File: src/hw/rtl/point_light_distance_attenuation_unit_defines.svh
// assertion macros for the point light distance attenuation unit
`ifndef POINT_LIGHT_DISTANCE_ATTENUATION_UNIT_DEFINES_SVH
`define POINT_LIGHT_DISTANCE_ATTENUATION_UNIT_DEFINES_SVH

`ifndef SYNTHESIS

`define PLDA_ASSERT(label, prop, msg) \
  label: assert property (@(posedge clk) disable iff (!rst_n) prop) else $error(msg);

`define PLDA_ASSERT_NEXT(label, cond, conseq, msg) \
  label: assert property (@(posedge clk) disable iff (!rst_n) (cond) |=> (conseq)) \
    else $error(msg);

`else

`define PLDA_ASSERT(label, prop, msg)

`define PLDA_ASSERT_NEXT(label, cond, conseq, msg)

`endif

`endif

File: src/hw/rtl/plda_pkg.sv
// shared widths, constants, types and helpers of the attenuation pipeline
`timescale 1ns / 1ps
`default_nettype none

package plda_pkg;

  localparam int COORD_W    = 32;
  localparam int COEF_W     = 32;
  localparam int SQ_W       = 2 * COORD_W;
  localparam int SUM_W      = SQ_W + 2;
  localparam int ROOT_W     = SUM_W / 2;
  localparam int REM_W      = ROOT_W + 3;
  localparam int SQRT_STEPS = ROOT_W;
  localparam int DEN_W      = 48;
  localparam int WIDE_W     = DEN_W + 2;
  localparam int QUOT_W     = 16;
  localparam int DIV_REM_W  = DEN_W + 1;
  localparam int ATT_W      = QUOT_W + 1;
  localparam int CFG_IDX_W  = 3;

  localparam int FRONT_STAGES = 5;
  localparam int RECIP_PRE    = 3;

  localparam logic [DEN_W-1:0]  DEN_MAX = {DEN_W{1'b1}};
  localparam logic [ATT_W-1:0]  ATT_ONE = {1'b1, {QUOT_W{1'b0}}};
  localparam logic [COEF_W-1:0] CONST_COEF_RST = 32'h0001_0000;

  localparam logic [CFG_IDX_W-1:0] CFG_CONSTANT_COEF  = 3'd0;
  localparam logic [CFG_IDX_W-1:0] CFG_LINEAR_COEF    = 3'd1;
  localparam logic [CFG_IDX_W-1:0] CFG_QUADRATIC_COEF = 3'd2;
  localparam logic [CFG_IDX_W-1:0] CFG_LIGHT_POS_X    = 3'd3;
  localparam logic [CFG_IDX_W-1:0] CFG_LIGHT_POS_Y    = 3'd4;
  localparam logic [CFG_IDX_W-1:0] CFG_LIGHT_POS_Z    = 3'd5;

  typedef struct packed {
    logic [COEF_W-1:0]         constant_coef;
    logic [COEF_W-1:0]         linear_coef;
    logic [COEF_W-1:0]         quadratic_coef;
    logic signed [COORD_W-1:0] light_pos_x;
    logic signed [COORD_W-1:0] light_pos_y;
    logic signed [COORD_W-1:0] light_pos_z;
  } plda_cfg_t;

  typedef struct packed {
    logic [SUM_W-1:0] dist_sq;
    logic [DEN_W-1:0] cterm;
  } plda_front_t;

  typedef struct packed {
    logic [ROOT_W-1:0] distance;
    logic [DEN_W-1:0]  cterm;
  } plda_dist_t;

  function automatic logic [DEN_W-1:0] cap_den(input logic [WIDE_W-1:0] v);
    return (v > WIDE_W'(DEN_MAX)) ? DEN_MAX : v[DEN_W-1:0];
  endfunction

endpackage

`default_nettype wire

File: src/hw/rtl/plda_outbuf.sv
// output register with skid entry, holds the pipeline when both are full
`timescale 1ns / 1ps
`default_nettype none

module plda_outbuf (
  input  logic                        clk,
  input  logic                        rst_n,
  input  logic                        pipe_vld,
  input  logic [plda_pkg::ATT_W-1:0]  pipe_att,
  output logic                        pipe_en,
  output logic                        out_valid,
  input  logic                        out_stall,
  output logic [plda_pkg::ATT_W-1:0]  out_attenuation
);
  import plda_pkg::*;

  logic             out_vld_r, skid_vld_r;
  logic [ATT_W-1:0] out_att_r, skid_att_r;
  logic             out_free;

  assign out_free = !out_vld_r || !out_stall;
  assign pipe_en  = !skid_vld_r;

  always_ff @(posedge clk) begin
    if (!rst_n) begin
      out_vld_r  <= 1'b0;
      skid_vld_r <= 1'b0;
    end else if (out_free) begin
      if (skid_vld_r) begin
        out_vld_r  <= 1'b1;
        skid_vld_r <= 1'b0;
      end else begin
        out_vld_r  <= pipe_vld;
      end
    end else if (pipe_vld && pipe_en) begin
      skid_vld_r <= 1'b1;
    end
  end

  always_ff @(posedge clk) begin
    if (out_free) begin
      out_att_r <= skid_vld_r ? skid_att_r : pipe_att;
    end else if (pipe_en) begin
      skid_att_r <= pipe_att;
    end
  end

  assign out_valid       = out_vld_r;
  assign out_attenuation = out_att_r;

endmodule

`default_nettype wire

File: config.mk
export PLATFORM = sky130hd
export DESIGN_NAME = plda_outbuf
export DESIGN_NICKNAME = d
export VERILOG_FILES = /design/src/hw/rtl/point_light_distance_attenuation_unit_defines.svh /design/src/hw/rtl/plda_pkg.sv /design/src/hw/rtl/plda_outbuf.sv
export SDC_FILE = /design/constraint.sdc
export NUM_CORES = 1
export LEC_CHECK = 0
export ABC_AREA = 1
export BUFFER_PORTS_ARGS = -buffer_cell sky130_fd_sc_hd__buf_4
export CORE_UTILIZATION = 44
export DETAILED_ROUTE_END_ITERATION = 12
export PLACE_DENSITY = 0.78
export REMOVE_ABC_BUFFERS = 1
export SYNTH_ARGS = -nofsm -noshare
export SYNTH_HDL_FRONTEND = slang
export SYNTH_SLANG_ARGS = --single-unit
export TNS_END_PERCENT = 10
File: constraint.sdc
create_clock -name clk -period 1.5 [get_ports clk]
set_input_delay 0.3 -clock clk [delete_from_list [all_inputs] [get_ports clk]]
set_output_delay 0.3 -clock clk [all_outputs]
set_load 0.01 [all_outputs]
==> report_table.html <==
<table>
<tr><th>Metric</th><th>Value</th></tr>
<tr><th colspan="2">Clock tree</th></tr>
<tr><td>Depth of the CTS H-tree</td><td>2</td></tr>
<tr><td>PostCTS Resize Cnt</td><td>0</td></tr>
<tr><td>Inserted Clock Buffers</td><td>5</td></tr>
<tr><td>Clock root buffer</td><td>clkbuf_4</td></tr>
<tr><td>TritonCTS clock tree</td><td>yes</td></tr>
<tr><td>Clock transition at the registers of the reported paths</td><td>110 ps</td></tr>
<tr><td>Number of buffers inserted by post-CTS setup repair</td><td>0</td></tr>
<tr><td>Skew-Pair Late Insertion Delay</td><td>320 ps</td></tr>
<tr><td>Clock Tree Buf Depth</td><td>2</td></tr>
<tr><td>Cts hold-fix bufs</td><td>0</td></tr>
<tr><td>Clk sinks</td><td>36</td></tr>
<tr><th colspan="2">Placed design</th></tr>
<tr><td>Area after detailed placement</td><td>1650 um^2</td></tr>
<tr><td>Sum of net half-perimeters after detailed placement</td><td>1.57 mm</td></tr>
<tr><td>Routability congestion estimate from global placement</td><td>0.704</td></tr>
<tr><td>Input/output buffers</td><td>39</td></tr>
<tr><th colspan="2">Cells and area</th></tr>
<tr><td>Fraction of layout instances using a drive strength above 1</td><td>34.9%</td></tr>
<tr><td>Cell area after layout</td><td>1700 um^2</td></tr>
<tr><td>Signed area change from the synthesized netlist to the final layout</td><td>27.8%</td></tr>
<tr><td>Fill cell total of the finished layout</td><td>234</td></tr>
<tr><td>Diode count</td><td>0</td></tr>
<tr><td>Final nets</td><td>166</td></tr>
<tr><th colspan="2">Worst setup path</th></tr>
<tr><td>Crit Path Max Fanout</td><td>18</td></tr>
<tr><td>Worst EP required</td><td>1200 ps</td></tr>
<tr><td>Reg2Reg Setup Slack</td><td>440 ps</td></tr>
<tr><td>Critical Path Max Stage Delay</td><td>330 ps</td></tr>
<tr><td>Critical Path Start Type</td><td>flop</td></tr>
<tr><td>Reg2Reg Capture Point</td><td>skid_att_r[8]</td></tr>
<tr><td>WP data arrival</td><td>1080 ps</td></tr>
<tr><td>Worst setup path class</td><td>flop to output pin</td></tr>
<tr><td>Number of cells traversed by the worst register-to-register path</td><td>3</td></tr>
<tr><td>Cell-by-cell listing of the critical path</td><td>inv_2 -&gt; buf_4</td></tr>
<tr><td>Critical path's slowest cell</td><td>dfxtp_1</td></tr>
<tr><td>CP Capture Type</td><td>output pin</td></tr>
<tr><td>Worst reg2reg startpoint</td><td>out_valid</td></tr>
<tr><th colspan="2">Synthesis</th></tr>
<tr><td>Average cell area after synthesis</td><td>13.6 um^2</td></tr>
<tr><td>List of most frequent post-synthesis cells</td><td>nand2_1 (52), edfxtp_1 (34), buf_6 (2), dfxtp_1 (2), nor2_1 (2)</td></tr>
<tr><td>Most used DFF post-synth</td><td>edfxtp_1</td></tr>
<tr><td>Cell with the most instances after synthesis</td><td>nand2_1</td></tr>
<tr><td>Async SR Flop Fraction</td><td>0%</td></tr>
<tr><td>Count of cell types in the netlist</td><td>11</td></tr>
<tr><td>Seq/Total Area, Yosys</td><td>79.8%</td></tr>
<tr><td>Number of instances in the synthesized netlist</td><td>98</td></tr>
<tr><td>Number of flip-flops and latches in the synthesized netlist</td><td>36</td></tr>
<tr><td>Number of flops mapped to enable cells by yosys</td><td>34</td></tr>
<tr><td>Area fraction of the dominant cell type after synthesis</td><td>76.8%</td></tr>
<tr><td>Total of warnings raised by yosys</td><td>0</td></tr>
<tr><td>Cell types with the largest area share after synthesis</td><td>edfxtp_1 (77%), nand2_1 (15%), dfxtp_1 (3.0%)</td></tr>
<tr><td>Post-synth top area cell</td><td>edfxtp_1</td></tr>
<tr><td>Total standard cell area after synthesis</td><td>1330 um^2</td></tr>
<tr><th colspan="2">Global routing</th></tr>
<tr><td>Maximum number of pins on one net before global-route repair</td><td>20</td></tr>
<tr><td>Number of antenna violations at the first check in global routing</td><td>0</td></tr>
<tr><td>Wire length of the first global-routing pass</td><td>3.68 mm</td></tr>
<tr><td>Global router's overall resource usage</td><td>15.8%</td></tr>
<tr><td>GR Overflow Total</td><td>0</td></tr>
<tr><td>Vias in the first global route</td><td>799</td></tr>
<tr><th colspan="2">Run status</th></tr>
<tr><td>Failing checks</td><td>design-rule violations</td></tr>
<tr><td>Outcome</td><td>finished with violations</td></tr>
<tr><th colspan="2">Worst hold path</th></tr>
<tr><td>Worst min-delay path endpoint</td><td>out_valid</td></tr>
<tr><td>Hold path depth</td><td>3</td></tr>
<tr><td>Worst min-delay path category</td><td>input port to flop</td></tr>
<tr><td>Startpoint of the most critical hold path</td><td>pipe_vld</td></tr>
<tr><th colspan="2">Power</th></tr>
<tr><td>Sequential power share</td><td>63.8%</td></tr>
<tr><td>Switching part of the total</td><td>22.0%</td></tr>
<tr><td>Power Internal</td><td>1.46 mW</td></tr>
<tr><td>Sw power</td><td>0.411 mW</td></tr>
<tr><td>Proportion of power drawn by the clock network</td><td>25.6%</td></tr>
<tr><td>Leakage power</td><td>0.752 nW</td></tr>
<tr><td>PD cells</td><td>1100 nW/um^2</td></tr>
<tr><td>Post-route total power</td><td>1.87 mW</td></tr>
<tr><td>Combinational share of power</td><td>10.6%</td></tr>
<tr><td>Largest vdd supply drop</td><td>0.649 mV</td></tr>
<tr><th colspan="2">Routing</th></tr>
<tr><td>Final antenna-violating net count</td><td>0</td></tr>
<tr><td>First-pass DRT Iterations</td><td>8</td></tr>
<tr><td>Final routed DRC violation total</td><td>4</td></tr>
<tr><td>Total vias in the final route</td><td>834</td></tr>
<tr><td>Final wirelength</td><td>2.28 mm</td></tr>
<tr><td>Final routed wire length divided by cell count</td><td>12.9 um</td></tr>
<tr><td>Violation count after the first detailed-route iteration</td><td>29</td></tr>
<tr><td>Vias per cell</td><td>4.71</td></tr>
<tr><th colspan="2">STA</th></tr>
<tr><td>Number of setup violations in the final report</td><td>0</td></tr>
<tr><td>Final min period</td><td>1380 ps</td></tr>
<tr><td>Slew @ Worst Pin</td><td>312 ps</td></tr>
<tr><td>Max Clk Rate</td><td>723 MHz</td></tr>
<tr><td>Unrepaired setup endpoints after global routing</td><td>false</td></tr>
<tr><td>Worst clock skew</td><td>13.2 ps</td></tr>
<tr><td>Count of final max-slew check failures</td><td>0</td></tr>
<tr><td>Relative slew slack</td><td>79.1%</td></tr>
<tr><td>Final cycle utilization of the critical path</td><td>92.2%</td></tr>
<tr><td>Hold Violations, Final</td><td>0</td></tr>
<tr><th colspan="2">Floorplan</th></tr>
<tr><td>Die ar.</td><td>3250 um^2</td></tr>
<tr><td>CORE AREA</td><td>2810 um^2</td></tr>
<tr><td>Die Span X</td><td>57.0 um</td></tr>
<tr><td>Height of the die</td><td>57.0 um</td></tr>
<tr><td>Count of boundary I/O pins</td><td>40</td></tr>
<tr><td>FP Rows</td><td>19</td></tr>
<tr><td>Initial Utilization</td><td>47.4%</td></tr>
<tr><th colspan="2">Run</th></tr>
<tr><td>Number of violations of the max-capacitance limit</td><td>0</td></tr>
</table>
## power groups by stage
stage               clock network [mW]  registers [mW]  logic [mW]
floorplan                            0            1.24      0.0473
CTS                              0.492            1.19       0.200
detailed placement                   0            1.21       0.200
global placement                     0            1.21       0.195
global route                     0.532            1.20       0.216
finish                           0.479            1.19       0.198
## placed cells by master (no fill, tap or decap), drive strengths merged
master / synthesis / routed
nand2: 53 / 53
buf: 3 / 43
edfxtp: 34 / 34
clkbuf: 0 / 7
nor2: 2 / 2
dfxtp: 2 / 2
inv: 2 / 2
o21ai: 1 / 1
nand3: 1 / 1
clkinv: 0 / 1
## critical path: cells and delay by family (launching register included)
kind | cells | cell delay (ps)
buffers and inverters | 2 | 430
DFF | 1 | 330
## flip-flops by register name, indices dropped and copies added (netlist names)
register,cells
out_attenuation,17
out_valid,1
skid_att_r,17
skid_vld_r,1
## area by class of cell
type                       count  area [um^2]  area share (%)
clock buffer                   7         45.0            2.65
tap                           31         38.8            2.28
clock inverter                 1         5.00           0.295
multi-input combinational     57          219            12.9
sequential                    36         1060            62.4
timing repair buffer          43          323            19.0
inverter                       2         7.51           0.442
## through the flow
| step | setup WS, ps | setup TNS, ps | util (%) | std cells | hold WS (ps) |
|---|---|---|---|---|---|
| 6_report | 117 | 0 | 60.6 | 177 | 213 |
| 5_1_grt | 37.8 | 0 | 60.6 | 177 | 184 |
| 4_1_cts | 108 | 0 | 60.6 | 177 | 199 |
| 3_5_place_dp | 422 | 0 | 58.8 | 169 | 508 |
| 3_3_place_gp | 437 | 0 | 58.8 | 169 | 491 |
| 2_1_floorplan | -95.8 | -1630 | - | 95 | 425 |
## logic make-up (layout without fill, tap and decap cells)
kind of cell,after synthesis,after routing,share of synthesized area (%)
buf+inv,5,53,3.76
compound gates,1,1,0.376
simple gates,56,56,16.1
flops,36,36,79.8
## layer usage
| layer | wire (um) | track usage, % |
|---|---|---|
| met1 | 1070 | 20.8 |
| met2 | 1040 | 23.5 |
| met3 | 155 | 7.94 |
| met4 | 13 | 4.18 |
| met5 | 0 | 0 |
## worst max path at each step
| stage | start | to | depth (start not counted) |
|---|---|---|---|
| after floorplan | out_valid | skid_att_r[0] | 2 |
| after global placement | out_stall | skid_att_r[9] | 4 |
| after detailed placement | out_stall | skid_att_r[14] | 4 |
| after CTS | skid_vld_r | pipe_en | 2 |
| after global routing | skid_vld_r | pipe_en | 2 |
| final | skid_vld_r | pipe_en | 2 |
Power figures use the tool's default switching activity.
